File: config.mk
export PLATFORM = sky130hd
export DESIGN_NAME = solenoid_kick_sequencer
export DESIGN_NICKNAME = d
export VERILOG_FILES = /design/src/rtl/skc_pkg.sv /design/src/rtl/solenoid_kick_sequencer.sv /design/src/rtl/skc_cfg_regs.sv /design/src/rtl/skc_in_stage.sv /design/src/rtl/skc_core.sv
export SDC_FILE = /design/constraint.sdc
export NUM_CORES = 1
export LEC_CHECK = 0
export BUFFER_PORTS_ARGS = -buffer_cell sky130_fd_sc_hd__buf_2
export CAP_MARGIN = 10
export CORE_MARGIN = 2
export CORE_UTILIZATION = 56
export CTS_BUF_LIST = sky130_fd_sc_hd__clkbuf_16
export DETAILED_ROUTE_END_ITERATION = 10
export GPL_TIMING_DRIVEN = 0
export HOLD_SLACK_MARGIN = 0.05
export PLACE_DENSITY = 0.78
export REMOVE_ABC_BUFFERS = 1
export SLEW_MARGIN = 10
export SYNTH_ARGS = -nofsm -noshare
export SYNTH_HDL_FRONTEND = slang
export SYNTH_SLANG_ARGS = --single-unit
export TNS_END_PERCENT = 1
File: constraint.sdc
create_clock -name clk -period 6.63 [get_ports clk]
set_input_delay 1.326 -clock clk [delete_from_list [all_inputs] [get_ports clk]]
set_output_delay 1.326 -clock clk [all_outputs]
set_load 0.01 [all_outputs]
File: src/rtl/skc_pkg.sv
// shared types and constants for the solenoid kick sequencer
package skc_pkg;

    localparam int unsigned SKC_LEVELS = 16;

    localparam logic [2:0] OP_UPDATE       = 3'd0;
    localparam logic [2:0] OP_STRAIGHT_LVL = 3'd1;
    localparam logic [2:0] OP_CHIP_LVL     = 3'd2;
    localparam logic [2:0] OP_STRAIGHT_W   = 3'd3;
    localparam logic [2:0] OP_CHIP_W       = 3'd4;
    localparam logic [2:0] OP_TICK         = 3'd5;

    localparam logic [1:0] PH_CHARGE = 2'd0;
    localparam logic [1:0] PH_READY  = 2'd1;
    localparam logic [1:0] PH_SELECT = 2'd2;
    localparam logic [1:0] PH_KICK   = 2'd3;

    localparam logic [1:0] CFG_SELECT_WAIT   = 2'd0;
    localparam logic [1:0] CFG_STRAIGHT_STEP = 2'd1;
    localparam logic [1:0] CFG_CHIP_STEP     = 2'd2;

    localparam logic [7:0]  SELECT_WAIT_RST   = 8'd5;
    localparam logic [11:0] STRAIGHT_STEP_RST = 12'd200;
    localparam logic [11:0] CHIP_STEP_RST     = 12'd100;

    localparam logic [15:0] PULSE_START = 16'hFFF0;
    localparam logic [15:0] WIDTH_MAX   = 16'hFFFF;

    localparam int unsigned IN_DATA_W  = 32;
    localparam int unsigned OUT_DATA_W = 8;

    typedef struct packed {
        logic        charge_done_n;
        logic [15:0] width_direct;
        logic [4:0]  power_level;
        logic [2:0]  opcode;
    } skc_item_t;

    typedef struct packed {
        logic       kick_accepted;
        logic       kick_pulse;
        logic       chip_mode;
        logic       boost_on;
        logic [1:0] phase;
    } skc_result_t;

    typedef struct packed {
        logic [7:0]  select_wait;
        logic [11:0] straight_step;
        logic [11:0] chip_step;
    } skc_cfg_t;

endpackage

File: src/rtl/solenoid_kick_sequencer.sv
// top level of the solenoid kick sequencer
//
// words in on the s_ stream: update steps, kick requests and timer ticks.
// one result word out on the m_ stream per input word, giving phase, boost
// enable, mode pin, drive pulse level and whether a kick request was taken.
// registers are written over the cfg_ channel, which is always ready;
// index 0 select_wait, 1 straight_step, 2 chip_step, other indexes ignored.
// a word accepted into the input register is processed when the result register
// can take it, and its result is then offered from the result register.
// throughput: one word per cycle while the receiver keeps taking results; the phase
// state and the result register are both updated when a word is processed.
// reset: charging phase, boost off, chip mode, counters and width zero,
// registers back to their defaults, both stages empty.
// a stalled receiver holds the result register; the input register takes one
// more word, then s_tready drops until the result is taken.
module solenoid_kick_sequencer
    import skc_pkg::*;
(
    input  logic                  clk,
    input  logic                  rst_n,
    input  logic                  s_tvalid,
    output logic                  s_tready,
    // opcode[2:0], power_level[7:3], width_direct[23:8], charge_done_n[24]
    input  logic [IN_DATA_W-1:0]  s_tdata,
    output logic                  m_tvalid,
    input  logic                  m_tready,
    // phase[1:0], boost_on[2], chip_mode[3], kick_pulse[4], kick_accepted[5]
    output logic [OUT_DATA_W-1:0] m_tdata,
    input  logic                  cfg_valid,
    output logic                  cfg_ready,
    input  logic [1:0]            cfg_index,
    input  logic [11:0]           cfg_data
);

    skc_cfg_t    cfg;
    skc_item_t   item;
    skc_result_t result;
    logic        item_valid;
    logic        advance;
    logic        fire;
    logic        out_valid_reg;
    logic        out_valid_next;
    skc_result_t out_data_reg;

    assign cfg_ready = 1'b1;

    skc_cfg_regs u_cfg (
        .clk      (clk),
        .rst_n    (rst_n),
        .wr_en    (cfg_valid),
        .wr_index (cfg_index),
        .wr_data  (cfg_data),
        .cfg      (cfg)
    );

    skc_in_stage u_in (
        .clk        (clk),
        .rst_n      (rst_n),
        .s_tvalid   (s_tvalid),
        .s_tready   (s_tready),
        .s_tdata    (s_tdata),
        .advance    (advance),
        .item_valid (item_valid),
        .item       (item)
    );

    assign advance = !out_valid_reg || m_tready;
    assign fire    = item_valid && advance;

    skc_core u_core (
        .clk    (clk),
        .rst_n  (rst_n),
        .fire   (fire),
        .item   (item),
        .cfg    (cfg),
        .result (result)
    );

    always_comb
    begin
        out_valid_next = out_valid_reg;
        if (advance)
        begin
            out_valid_next = item_valid;
        end
    end

    always_ff @(posedge clk or negedge rst_n)
    begin
        if (!rst_n)
        begin
            out_valid_reg <= 1'b0;
        end
        else
        begin
            out_valid_reg <= out_valid_next;
        end
    end

    always_ff @(posedge clk)
    begin
        if (fire)
        begin
            out_data_reg <= result;
        end
    end

    assign m_tvalid = out_valid_reg;
    assign m_tdata  = {(OUT_DATA_W - $bits(skc_result_t))'(0), out_data_reg};

endmodule

File: src/rtl/skc_cfg_regs.sv
// configuration register bank
module skc_cfg_regs
    import skc_pkg::*;
(
    input  logic        clk,
    input  logic        rst_n,
    input  logic        wr_en,
    input  logic [1:0]  wr_index,
    input  logic [11:0] wr_data,
    output skc_cfg_t    cfg
);

    skc_cfg_t cfg_reg;

    always_ff @(posedge clk or negedge rst_n)
    begin
        if (!rst_n)
        begin
            cfg_reg.select_wait   <= SELECT_WAIT_RST;
            cfg_reg.straight_step <= STRAIGHT_STEP_RST;
            cfg_reg.chip_step     <= CHIP_STEP_RST;
        end
        else if (wr_en)
        begin
            case (wr_index)
                CFG_SELECT_WAIT:   cfg_reg.select_wait   <= wr_data[7:0];
                CFG_STRAIGHT_STEP: cfg_reg.straight_step <= wr_data;
                CFG_CHIP_STEP:     cfg_reg.chip_step     <= wr_data;
                default:           cfg_reg <= cfg_reg;
            endcase
        end
    end

    assign cfg = cfg_reg;

endmodule

File: src/rtl/skc_in_stage.sv
// input register: unpacks and holds one accepted word
module skc_in_stage
    import skc_pkg::*;
(
    input  logic                 clk,
    input  logic                 rst_n,
    input  logic                 s_tvalid,
    output logic                 s_tready,
    input  logic [IN_DATA_W-1:0] s_tdata,
    input  logic                 advance,
    output logic                 item_valid,
    output skc_item_t            item
);

    logic      valid_reg;
    logic      valid_next;
    skc_item_t item_reg;

    assign s_tready = !valid_reg || advance;

    always_comb
    begin
        valid_next = valid_reg;
        if (s_tready)
        begin
            valid_next = s_tvalid;
        end
    end

    always_ff @(posedge clk or negedge rst_n)
    begin
        if (!rst_n)
        begin
            valid_reg <= 1'b0;
        end
        else
        begin
            valid_reg <= valid_next;
        end
    end

    always_ff @(posedge clk)
    begin
        if (s_tready && s_tvalid)
        begin
            item_reg <= s_tdata[$bits(skc_item_t)-1:0];
        end
    end

    assign item_valid = valid_reg;
    assign item       = item_reg;

endmodule

File: src/rtl/skc_core.sv
// kicker phase state and per-word next-state logic
module skc_core
    import skc_pkg::*;
(
    input  logic        clk,
    input  logic        rst_n,
    input  logic        fire,
    input  skc_item_t   item,
    input  skc_cfg_t    cfg,
    output skc_result_t result
);

    logic [1:0]  phase_reg;
    logic [1:0]  phase_next;
    logic [7:0]  wait_reg;
    logic [7:0]  wait_next;
    logic [15:0] pcount_reg;
    logic [15:0] pcount_next;
    logic [15:0] pwidth_reg;
    logic [15:0] pwidth_next;
    logic        mode_reg;
    logic        mode_next;
    logic        boost_reg;
    logic        boost_next;

    logic        kick_req;
    logic        kick_chip;
    logic [15:0] kick_width;
    logic        kick_take;
    logic [11:0] step;
    logic [16:0] product;
    logic [15:0] level_width;
    logic        level_ok;

    assign kick_chip = (item.opcode == OP_CHIP_LVL) || (item.opcode == OP_CHIP_W);
    assign step      = kick_chip ? cfg.chip_step : cfg.straight_step;
    assign product   = 17'(item.power_level) * 17'(step);
    assign level_width = product[16] ? WIDTH_MAX : product[15:0];
    assign level_ok  = 32'(item.power_level) < 32'(SKC_LEVELS);

    always_comb
    begin
        kick_req   = 1'b0;
        kick_width = item.width_direct;
        case (item.opcode)
            OP_STRAIGHT_LVL, OP_CHIP_LVL:
            begin
                kick_req   = level_ok;
                kick_width = level_width;
            end
            OP_STRAIGHT_W, OP_CHIP_W:
            begin
                kick_req = 1'b1;
            end
            default:
            begin
                kick_req = 1'b0;
            end
        endcase
    end

    assign kick_take = kick_req && (phase_reg == PH_READY);

    always_comb
    begin
        phase_next  = phase_reg;
        wait_next   = wait_reg;
        pcount_next = pcount_reg;
        pwidth_next = pwidth_reg;
        mode_next   = mode_reg;
        boost_next  = boost_reg;
        if (kick_take)
        begin
            mode_next   = kick_chip;
            boost_next  = 1'b0;
            pwidth_next = kick_width;
            wait_next   = 8'd0;
            phase_next  = PH_SELECT;
        end
        else if (item.opcode == OP_TICK)
        begin
            pcount_next = pcount_reg + 16'd1;
        end
        else if (item.opcode == OP_UPDATE)
        begin
            case (phase_reg)
                PH_CHARGE:
                begin
                    mode_next  = 1'b1;
                    boost_next = 1'b1;
                    if (!item.charge_done_n)
                    begin
                        phase_next = PH_READY;
                    end
                end
                PH_READY:
                begin
                    boost_next = 1'b0;
                end
                PH_SELECT:
                begin
                    if (wait_reg >= cfg.select_wait)
                    begin
                        pcount_next = PULSE_START;
                        phase_next  = PH_KICK;
                    end
                    wait_next = wait_reg + 8'd1;
                end
                default:
                begin
                    boost_next = 1'b0;
                    if (pcount_reg < PULSE_START && pcount_reg > pwidth_reg)
                    begin
                        phase_next = PH_CHARGE;
                    end
                end
            endcase
        end
    end

    always_ff @(posedge clk or negedge rst_n)
    begin
        if (!rst_n)
        begin
            phase_reg  <= PH_CHARGE;
            wait_reg   <= 8'd0;
            pcount_reg <= 16'd0;
            pwidth_reg <= 16'd0;
            mode_reg   <= 1'b1;
            boost_reg  <= 1'b0;
        end
        else if (fire)
        begin
            phase_reg  <= phase_next;
            wait_reg   <= wait_next;
            pcount_reg <= pcount_next;
            pwidth_reg <= pwidth_next;
            mode_reg   <= mode_next;
            boost_reg  <= boost_next;
        end
    end

    assign result.phase         = phase_next;
    assign result.boost_on      = boost_next;
    assign result.chip_mode     = mode_next;
    assign result.kick_pulse    = (phase_next == PH_KICK) && (pcount_next < pwidth_next);
    assign result.kick_accepted = kick_take;

endmodule

==> impl_metrics.py, run 1 <==
metrics = {
    "power": {
        "switchingPower_w": 0.00157,
        "vdd_drop_max_uv": 224,
        "p_int_w": 0.00216,
        "power_frac_comb_pct": 59.6,
        "clkPwrFrac_pct": 14.1,
        "share_seq_of_total_power_pct": 26.2,
        "p_leak_nw": 4.29,
        "sw_frac_of_total_pct": 42.1,
        "fin_total_pwr_w": 0.00372,
        "powerDensity_nw_per_um2": 395,
    },
    "clock_network": {
        "clock_latency_ps": 370,
        "numCtsBuffers": 9,
        "ctsHoldBuffers": 0,
        "htree_num_levels": 3,
        "clock-root-buffer": "clkbuf_16",
        "clk_pin_slew_ps": 80,
        "cts_sinks": 109,
        "cts_tree": "built",
        "cts_max_path_buffers": 2,
    },
    "global_route": {
        "grt_max_degree": 60,
        "grtUsageTotal_pct": 27.1,
        "grt_pass1_vias": 6504,
        "grt_first_pass_wirelength_um": 31900,
        "globalRouteOverflowTotal": 0,
        "antenna_found_initial": 0,
    },
    "synth": {
        "synth-edff-count": 31,
        "synth_seq_area_share_pct": 36.0,
        "synth_area_um2": 8030,
        "netlist.area_leader.share_pct": 21.5,
        "synth_seq_cells": 109,
        "async_flop_share_pct": 71.6,
        "postSynthAreaPerCell_um2": 9.67,
        "yosysWarningCount": 0,
        "ys_types": 66,
        "ys.flop_type": "dfrtp_1",
        "synth_cells": 831,
        "synth_top_cell_by_area": "dfrtp_1",
        "ys_top_cells_by_area": "dfrtp_1 21%, edfxtp_1 12%, ha_1 10%",
    },
    "detailed_routing": {
        "route.detailed.drc": 0,
        "firstDrtPassIters": 6,
        "drt_wl_total_um": 19700,
        "num_vias": 6521,
        "drt-initial-drc-count": 400,
        "wire_per_inst_um": 18.2,
        "vias_per_cell": 6.00,
        "final_antenna_net_count": 0,
    },
    "sta": {
        "hold_viol": 0,
        "grt_setup_unrepaired": "true",
        "setup_viol": 0,
        "slew_headroom_pct": 34.6,
        "worst_pin_slew_ps": 978,
        "period_share_pct": 98.5,
        "timing.fmax_ghz": 0.153,
        "finalMaxSlewViolations": 0,
        "min_period_ps": 6530,
        "totalNegativeSetupSlack_ps": 0,
        "skew_ps": 11.7,
        "whs_ps": 480,
    },
    "cells_and_area": {
        "layout_common_cells": "69 x dfrtp_1, 61 x nand2_1, 60 x inv_1",
        "area_delta_synth_final_pct": 17.4,
        "final_nets": 1049,
        "fillers": 1020,
        "layout_commonest_cell": "dfrtp_1",
        "multi_input_area_um2": 5140,
        "largest_register_ffs": 32,
        "diodes": 0,
        "final_cell_count_no_fill": 1087,
        "ff_latch_area_um2": 2890,
        "drive_above_1_share_pct": 23.0,
        "design_area_um2": 9430,
    },
    "critical_path": {
        "cpMaxStageDelayCell": "fa_1",
        "critPathMaxFanout": 6,
        "cp_cell_sequence": "xnor2_2 -> nor2_4 -> buf_12 -> mux2_4 -> and2_4 -> fa_1 -> fa_1 -> inv_1 -> fa_1 -> inv_1 -> ha_4 -> nand4_1 -> nor4b_4 -> nor2_4 -> buf_4 -> a211oi_4 -> o21ai_1 -> a22oi_1 -> ha_1 -> a21oi_1 -> o21ai_0 -> or4_1 -> o221a_1 -> nor4b_2",
        "critical_path.top_delay_family": "adder cells",
        "cpMostUsedCell": "fa_1",
        "critPathMaxStageDelay_ps": 540,
        "worst_setup_path_end_kind": "flop",
        "critPathArrivalTime_ps": 6720,
        "start_kind": "flop",
        "critical_path_buf_inv_count": 4,
        "worst-setup-path-type": "reg2reg",
        "worst_ep_required_time_ps": 6820,
    },
    "floorplan": {
        "die_x_um": 124,
        "start_util_pct": 57.7,
        "die_h_um": 124,
        "coreArea_um2": 13900,
        "io_pins": 62,
        "row_count": 43,
        "dieArea_um2": 15300,
    },
    "worst_hold_path": {
        "hp-class": "reg2reg",
    },
    "placement": {
        "dp.cells": 1031,
        "dp_hpwl_um": 13300,
        "dpl-instance-area_um2": 8420,
        "place_congestion": 0.940,
        "port-buffer-count": 51,
    },
    "outcome": {
        "outcome": "finished clean",
    },
    "flow_run": {
        "maxCapViolCount": 0,
    },
}
==> worst register-to-register path, stage by stage (launching register included) <==
cell and delay, ps:
edfxtp_1 440, xnor2_2 180, nor2_4 170, buf_12 170, mux2_4 320, and2_4 160, fa_1 480, fa_1 540
inv_1 50, fa_1 520, inv_1 60, ha_4 280, nand4_1 140, nor4b_4 300, nor2_4 90, buf_4 160
a211oi_4 340, o21ai_1 140, a22oi_1 220, ha_1 290, a21oi_1 150, o21ai_0 160, or4_1 500, o221a_1 280
nor4b_2 240
==> timing repair <==
item / CTS / global route
buffers inserted: 19 / 21
gates resized for setup: 43 / 31
pin swaps: 15 / 39
cloned: 1 / 0
setup endpoints to repair: 1 / 1
==> cell type report <==
| type | instances | share of cell area [%] |
|---|---|---|
| inverters | 66 | 2.63 |
| clock buffers | 9 | 2.39 |
| multi-input cells | 623 | 54.6 |
| clock inverters | 7 | 0.584 |
| well taps | 180 | 2.39 |
| flip-flops and latches | 109 | 30.7 |
| repair buffers | 93 | 6.77 |
==> cells in the mapped netlist, types with 13 or more instances <==
cell type	number
mux2i_1	14
o21ai_0	59
nand2b_1	13
a21oi_1	32
nor2_1	62
clkbuf_1	21
edfxtp_1	31
nor2b_1	35
fa_1	30
inv_1	64
nand2_1	61
nand3_1	16
and2_1	14
dfrtp_1	69
ha_1	66
a21o_1	13
mux2_2	32
==> metal layers <==
layer,routed length [um],vias up,global-route usage [%]
li1,-,3097,-
met1,8180,3171,34.3
met2,9970,210,46.5
met3,1050,43,5.36
met4,540,0,9.09
met5,0,-,0
==> cell families after synthesis <==
logic type / Yosys count / synth area share (%)
AND/OR/NAND/NOR: 262 / 16.8
buffers and inverters: 100 / 4.97
AO/OA/AOI/OAI: 199 / 16.3
flip-flops: 109 / 36.0
XOR/XNOR: 17 / 1.85
adder cells (fa/ha/maj): 96 / 17.8
other: 2 / 0.0935
multiplexers: 46 / 6.23
==> final timing paths <==
kind	startpoint	end	slack (ps)	depth (start not counted)
setup / recovery	u_in.item[1]$_DFFE_PP_	m_tdata[4]$_DFFE_PP_	100	24
hold / removal	u_core.mode_reg$_DFFE_PN1P_	u_core.mode_reg$_DFFE_PN1P_	480	2
setup reg to reg	u_in.item[1]$_DFFE_PP_	m_tdata[4]$_DFFE_PP_	100	24
hold reg to reg	u_core.mode_reg$_DFFE_PN1P_	u_core.mode_reg$_DFFE_PN1P_	480	2
max in group asynchronous	rst_n	u_cfg.cfg[2]$_DFFE_PN1P_	5130	2
min in group asynchronous	rst_n	u_core.pwidth_reg[14]$_DFFE_PN0P_	850	1
==> through the flow <==
step / setup slack (ps) / util (%)
after CTS: 13.0 / 65.8
after detailed placement: -959 / 60.4
final: 98.5 / 67.7
after global routing: -172 / 67.7
after floorplan: -191 / -
after global placement: -1330 / 60.0
==> power by group through the flow <==
stage	logic [W]	clock network (W)	registers, W
5_1_grt	0.00244	0.000559	0.000994
6_report	0.00222	0.000526	0.000976
3_5_place_dp	0.00166	0	0.000971
2_1_floorplan	0.00131	0	0.000942
4_1_cts	0.00192	0.000534	0.000969
3_3_place_gp	0.00161	0	0.000967
(Power assumes the default switching activity.)
==> run 2, diff against run 1 <==
- CORE_UTILIZATION: 56 -> 55
- PLACE_DENSITY: 0.78 -> 0.77
- SYNTH_HIERARCHICAL: default -> 1
- TNS_END_PERCENT: 1 -> default
==> run 2 against run 1 <==
Core utilization decreased by 0.87 points. Sequential power rose by 0.8%. Clock power fell by 0.8%. Synthesized area is 1.6% lower. Sequential cell count did not move. Critical endpoint unchanged. Largest cell class unchanged. First-iteration DRC count fell by 20%. Routed wire length shrank 6.0%.
==> impl_metrics.py, run 2 <==
metrics = {
    "critical_path": {
        "critPathMaxFanout": 8,
        "critPathArrivalTime_ps": 6690,
        "start_kind": "flop",
        "cpMaxStageDelayCell": "edfxtp_1",
        "critPathMaxStageDelay_ps": 530,
        "worst-setup-path-type": "reg2reg",
        "worst_ep_required_time_ps": 6730,
        "critical_path.top_delay_family": "adder cells",
        "critical_path_buf_inv_count": 8,
        "worst_setup_path_end_kind": "flop",
    },
    "detailed_routing": {
        "final_antenna_net_count": 0,
        "route.detailed.drc": 0,
        "wire_per_inst_um": 18.3,
        "vias_per_cell": 5.91,
        "num_vias": 6014,
        "drt_wl_total_um": 18600,
        "drt-initial-drc-count": 321,
        "firstDrtPassIters": 4,
    },
    "cells_and_area": {
        "drive_above_1_share_pct": 31.3,
        "largest_register_ffs": 32,
        "area_delta_synth_final_pct": 17.8,
        "layout_common_cells": "69 x dfrtp_1, 61 x mux2_2, 60 x inv_1",
        "diodes": 0,
        "final_nets": 979,
        "design_area_um2": 9310,
        "final_cell_count_no_fill": 1017,
        "layout_commonest_cell": "dfrtp_1",
    },
    "synth": {
        "synth_seq_cells": 109,
        "ys_types": 66,
        "synthMostInstantiatedCell": "dfrtp_1",
        "ys_top_cells_by_area": "dfrtp_1 22%, edfxtp_1 12%, ha_1 10%",
        "synth_cells": 748,
        "synth_top_family_by_area": "adder cells",
        "synth-xor-area-share_pct": 2.44,
        "synth_compound_area_share_pct": 11.7,
        "ys.flop_type": "dfrtp_1",
        "synth_seq_area_share_pct": 36.6,
        "netlist.area_leader.share_pct": 21.8,
        "async_flop_share_pct": 71.6,
        "postSynthAreaPerCell_um2": 10.6,
        "netlist_top_cells_count": "69 x dfrtp_1, 66 x ha_1, 65 x inv_1",
        "synthAdderAreaFrac_pct": 18.2,
        "synth.mux.area_fraction_pct": 11.5,
        "yosysWarningCount": 6,
        "synth_top_cell_by_area": "dfrtp_1",
        "synth_area_um2": 7900,
        "synth-edff-count": 31,
        "synthSimpleGateAreaFrac_pct": 13.8,
    },
    "power": {
        "p_leak_nw": 4.32,
        "switchingPower_w": 0.00145,
        "power_frac_comb_pct": 57.4,
        "powerDensity_nw_per_um2": 380,
        "clkPwrFrac_pct": 14.8,
        "sw_frac_of_total_pct": 41.1,
        "vdd_drop_max_uv": 213,
        "share_seq_of_total_power_pct": 27.8,
        "p_int_w": 0.00208,
    },
    "floorplan": {
        "row_count": 43,
        "dieArea_um2": 15300,
        "start_util_pct": 56.7,
        "die_x_um": 124,
        "io_pins": 62,
        "die_h_um": 124,
        "coreArea_um2": 13900,
    },
    "clock_network": {
        "htree_num_levels": 3,
        "cts_max_path_buffers": 2,
        "numCtsBuffers": 9,
        "cts_sinks": 109,
        "cts_tree": "built",
        "clk_pin_slew_ps": 80,
        "clock-root-buffer": "clkbuf_16",
        "clock_latency_ps": 360,
        "ctsHoldBuffers": 0,
    },
    "sta": {
        "grt_setup_unrepaired": "true",
        "setup_viol": 0,
        "slew_headroom_pct": 15.9,
        "hold_viol": 0,
        "worst_pin_slew_ps": 1260,
        "min_period_ps": 6590,
        "skew_ps": 10.2,
        "finalMaxSlewViolations": 0,
        "period_share_pct": 99.4,
        "timing.fmax_ghz": 0.152,
        "totalNegativeSetupSlack_ps": 0,
    },
    "global_route": {
        "grt_max_degree": 62,
        "globalRouteOverflowTotal": 0,
        "grt_first_pass_wirelength_um": 30000,
        "antenna_found_initial": 0,
        "grtUsageTotal_pct": 25.5,
        "grt_pass1_vias": 6186,
    },
    "placement": {
        "port-buffer-count": 51,
        "dp.cells": 948,
        "dp_hpwl_um": 12600,
        "place_congestion": 0.912,
        "dpl-instance-area_um2": 8240,
    },
    "flow_run": {
        "maxCapViolCount": 0,
    },
    "outcome": {
        "outcome": "finished clean",
    },
    "worst_hold_path": {
        "hp-class": "reg2reg",
    },
}
-- run 2: power groups by stage --
stage / Clock [W] / Combinational [W] / Sequential, W
floorplan: 0 / 0.00121 / 0.000946
global placement: 0 / 0.00147 / 0.000967
global route: 0.000560 / 0.00224 / 0.00100
CTS: 0.000531 / 0.00177 / 0.000976
finish: 0.000522 / 0.00203 / 0.000984
detailed placement: 0 / 0.00154 / 0.000979
-- run 2: through the flow --
| step | power, W | util (%) | setup slack [ps] | hold WS (ps) |
|---|---|---|---|---|
| finish | 0.00354 | 66.8 | 38.2 | 503 |
| global route | 0.00380 | 66.8 | -165 | 521 |
| CTS | 0.00328 | 65.0 | 1.15 | 507 |
| detailed placement | 0.00252 | 59.2 | -1090 | 487 |
| global placement | 0.00243 | 58.8 | -1350 | 482 |
| floorplan | 0.00215 | - | -296 | 474 |
-- run 2: cells by family after synthesis --
| logic type | after synthesis |
|---|---|
| adder cells (fa/ha/maj) | 97 |
| buffers and inverters | 101 |
| flip-flops | 109 |
| AO/OA/AOI/OAI | 132 |
| XOR/XNOR | 22 |
| AND/OR/NAND/NOR | 202 |
| multiplexers | 83 |
| other | 2 |
-- run 2: metal layers --
| layer | vias to the layer above | GRT usage, % | routed length (um) |
|---|---|---|---|
| met5 | - | 0 | 0 |
| met1 | 2991 | 31.4 | 7770 |
| met3 | 47 | 5.36 | 784 |
| li1 | 2807 | - | - |
| met4 | 0 | 11.9 | 664 |
| met2 | 169 | 42.9 | 9340 |
-- run 2: final timing paths --
kind / start / depth (start not counted) / to / slack (ps)
hold reg to reg: u_cfg/cfg[11]$_DFFE_PN0P_ / 1 / u_cfg/cfg[11]$_DFFE_PN0P_ / 500
setup / recovery: u_in/item[0]$_DFFE_PP_ / 29 / m_tdata[4]$_DFFE_PP_ / 40
max in group asynchronous: rst_n / 2 / u_cfg/cfg[6]$_DFFE_PN1P_ / 5150
min in group asynchronous: rst_n / 1 / u_core/pwidth_reg[4]$_DFFE_PN0P_ / 840
setup reg to reg: u_in/item[0]$_DFFE_PP_ / 29 / m_tdata[4]$_DFFE_PP_ / 40
hold / removal: u_cfg/cfg[11]$_DFFE_PN0P_ / 1 / u_cfg/cfg[11]$_DFFE_PN0P_ / 500
-- run 2: worst reg2reg max path: cells and delay by family (launching register included) --
family	cells	cell delay (ps)
buffers and inverters	8	930
AO/OA/AOI/OAI	10	1860
adder cells (fa/ha/maj)	5	1970
AND/OR/NAND/NOR	4	560
flip-flops	1	530
multiplexers	2	460
-- run 2: repair_timing --
item                                    4_1_cts  5_1_grt
endpoints found under the setup margin        1        2
pin swaps                                    12       39
gates resized for setup                      39       31
buffers inserted                             35       19
gates cloned                                  1        0
-- run 2: cell type report --
cell class              count  area (um^2)
fillers                   995         4630
well taps                 180          225
clock buffers               9          225
flip-flops and latches    109         2890
multi-input cells         539         4900
inverters                  67          251
repair buffers            106          754
clock inverters             7         56.3
==> run 3, diff against run 2 <==
- PLACE_DENSITY: 0.77 -> default
- PLACE_DENSITY_LB_ADDON: default -> 0.25
- SLEW_MARGIN: 10 -> default
==> run 3 against run 2 <==
Sequential power about the same. Via count fell by 4.0%. Sequential share of layout area grew 0.75 points. Critical path type unchanged. Critical endpoint unchanged. Largest cell class unchanged. Highest routed layer unchanged.
==> impl_metrics.py, run 3 (synthesis results as in run 2) <==
metrics = {
    "placement": {
        "port-buffer-count": 51,
        "place_congestion": 0.920,
        "dp_hpwl_um": 12600,
        "dp.cells": 949,
    },
    "floorplan": {
        "row_count": 43,
        "dieArea_um2": 15300,
        "start_util_pct": 56.7,
        "die_x_um": 124,
        "coreArea_um2": 13900,
        "die_h_um": 124,
        "io_pins": 62,
    },
    "cells_and_area": {
        "largest_register_ffs": 32,
        "fillers": 1039,
        "multi_input_area_um2": 4860,
        "area_delta_synth_final_pct": 15.0,
        "layout_commonest_cell": "dfrtp_1",
        "diodes": 0,
        "final_cell_count_no_fill": 995,
        "ff_latch_area_um2": 2890,
        "drive_above_1_share_pct": 28.7,
        "final_nets": 957,
        "layout_common_cells": "69 x dfrtp_1, 62 x inv_1, 62 x mux2_2",
    },
    "critical_path": {
        "reg2reg_setup_slack_ps": 90,
        "r2r_cells": 26,
        "worst_ep_required_time_ps": 6850,
        "critPathArrivalTime_ps": 6770,
        "start_kind": "flop",
        "critPathMaxStageDelay_ps": 550,
        "cpMostUsedCell": "a21o_1",
        "worst-setup-path-type": "reg2reg",
        "critical_path.top_delay_family": "compound AO/OA/AOI/OAI gates",
        "critPathMaxFanout": 5,
        "r2r-end": "m_tdata[4]$_DFFE_PP_",
        "critical_path_buf_inv_count": 3,
        "worst_setup_path_end_kind": "flop",
        "r2r_start": "u_in/item[2]$_DFFE_PP_",
        "cpMaxStageDelayCell": "fa_2",
    },
    "sta": {
        "worst_pin_slew_ps": 1220,
        "grt_setup_unrepaired": "true",
        "period_share_pct": 98.7,
        "timing.fmax_ghz": 0.153,
        "skew_ps": 8.40,
        "finalMaxSlewViolations": 0,
        "slew_headroom_pct": 18.9,
        "setup_viol": 0,
        "hold_viol": 0,
        "min_period_ps": 6540,
        "totalNegativeSetupSlack_ps": 0,
    },
    "detailed_routing": {
        "num_vias": 5772,
        "dr_wl_met3_um": 749,
        "final_antenna_net_count": 0,
        "wl_met2_um": 8910,
        "route.detailed.drc": 0,
        "vias_per_cell": 5.80,
        "firstDrtPassIters": 7,
        "drt-initial-drc-count": 296,
        "drt_wl_total_um": 17700,
        "wire_per_inst_um": 17.8,
        "met1_length_um": 7550,
        "highest_layer": "met4",
    },
    "global_route": {
        "grt_pass1_vias": 5758,
        "antenna_found_initial": 0,
        "grtUsageTotal_pct": 23.5,
        "globalRouteOverflowTotal": 0,
        "grt_first_pass_wirelength_um": 27600,
        "grt_max_degree": 52,
    },
    "power": {
        "fin_total_pwr_w": 0.00344,
        "vdd_drop_max_uv": 213,
        "powerDensity_nw_per_um2": 378,
        "p_leak_nw": 4.22,
    },
    "clock_network": {
        "clock_latency_ps": 360,
        "cts_sinks": 109,
        "cts_max_path_buffers": 2,
        "htree_num_levels": 3,
        "ctsHoldBuffers": 0,
        "clk_pin_slew_ps": 80,
        "numCtsBuffers": 9,
        "cts_tree": "built",
        "clock-root-buffer": "clkbuf_16",
    },
    "worst_hold_path": {
        "holdPathEnd": "u_cfg/cfg[23]$_DFFE_PN0P_",
        "hp-class": "reg2reg",
        "hold_depth": 1,
        "min_from": "u_cfg/cfg[23]$_DFFE_PN0P_",
    },
    "outcome": {
        "outcome": "finished clean",
    },
    "flow_run": {
        "maxCapViolCount": 0,
    },
}
## run 3: cell types whose count changed in the layout (fill, tap and decap cells not counted), moves of 2 or more
cell,change
nor2b_1,+2
buf_4,-18
inv_1,+2
buf_12,-2
clkinvlp_4,-3
nor2b_2,-2
## run 3: worst max path at each step
stage | start | to | slack (ps) | cells after the start
after floorplan | u_in/item[2]$_DFFE_PP_ | m_tdata[4]$_DFFE_PP_ | -300 | 25
after global placement | u_in/item[2]$_DFFE_PP_ | m_tdata[4]$_DFFE_PP_ | -1390 | 25
after detailed placement | u_in/item[2]$_DFFE_PP_ | m_tdata[4]$_DFFE_PP_ | -1090 | 26
after CTS | u_in/item[2]$_DFFE_PP_ | m_tdata[4]$_DFFE_PP_ | 10 | 26
after global routing | u_in/item[1]$_DFFE_PP_ | m_tdata[4]$_DFFE_PP_ | -160 | 25
final | u_in/item[2]$_DFFE_PP_ | m_tdata[4]$_DFFE_PP_ | 90 | 26
## run 3: final cells by class
type | instances | share of cell area, %
sequential | 109 | 31.8
inverter | 67 | 2.77
timing repair buffer | 84 | 6.08
clock buffer | 9 | 2.48
tap | 180 | 2.48
multi-input combinational | 539 | 53.5
clock inverter | 7 | 0.881
## run 3: what timing repair did
item / 4_1_cts / 5_1_grt
pin swaps: 6 / 35
gates resized for setup: 24 / 35
endpoints found under the hold margin: 0 / 0
buffers inserted: 14 / 16
endpoints found under the setup margin: 1 / 1
## run 3: through the flow
step	instance area (um^2)	utilization (%)	hold WS, ps	worst slack, ps
after floorplan	7710	-	474	-296
after global placement	8190	58.8	483	-1390
after detailed placement	8250	59.2	496	-1090
after CTS	8780	63.0	517	11.8
after global routing	9090	65.2	537	-162
final	9090	65.2	515	86.8
## run 3: layer usage
metal,vias up,track usage (%)
met2,150,40.9
li1,2751,-
met3,37,4.67
met1,2834,28.6
met5,-,0
met4,0,9.45
## run 3: power by group
part           internal (W)  switching, W  total (W)  leakage, nW
clock              0.000300      0.000270   0.000570        0.154
sequential         0.000849      0.000133   0.000981         1.25
combinational      0.000896      0.000990    0.00189         2.82
total               0.00204       0.00139    0.00344         4.22
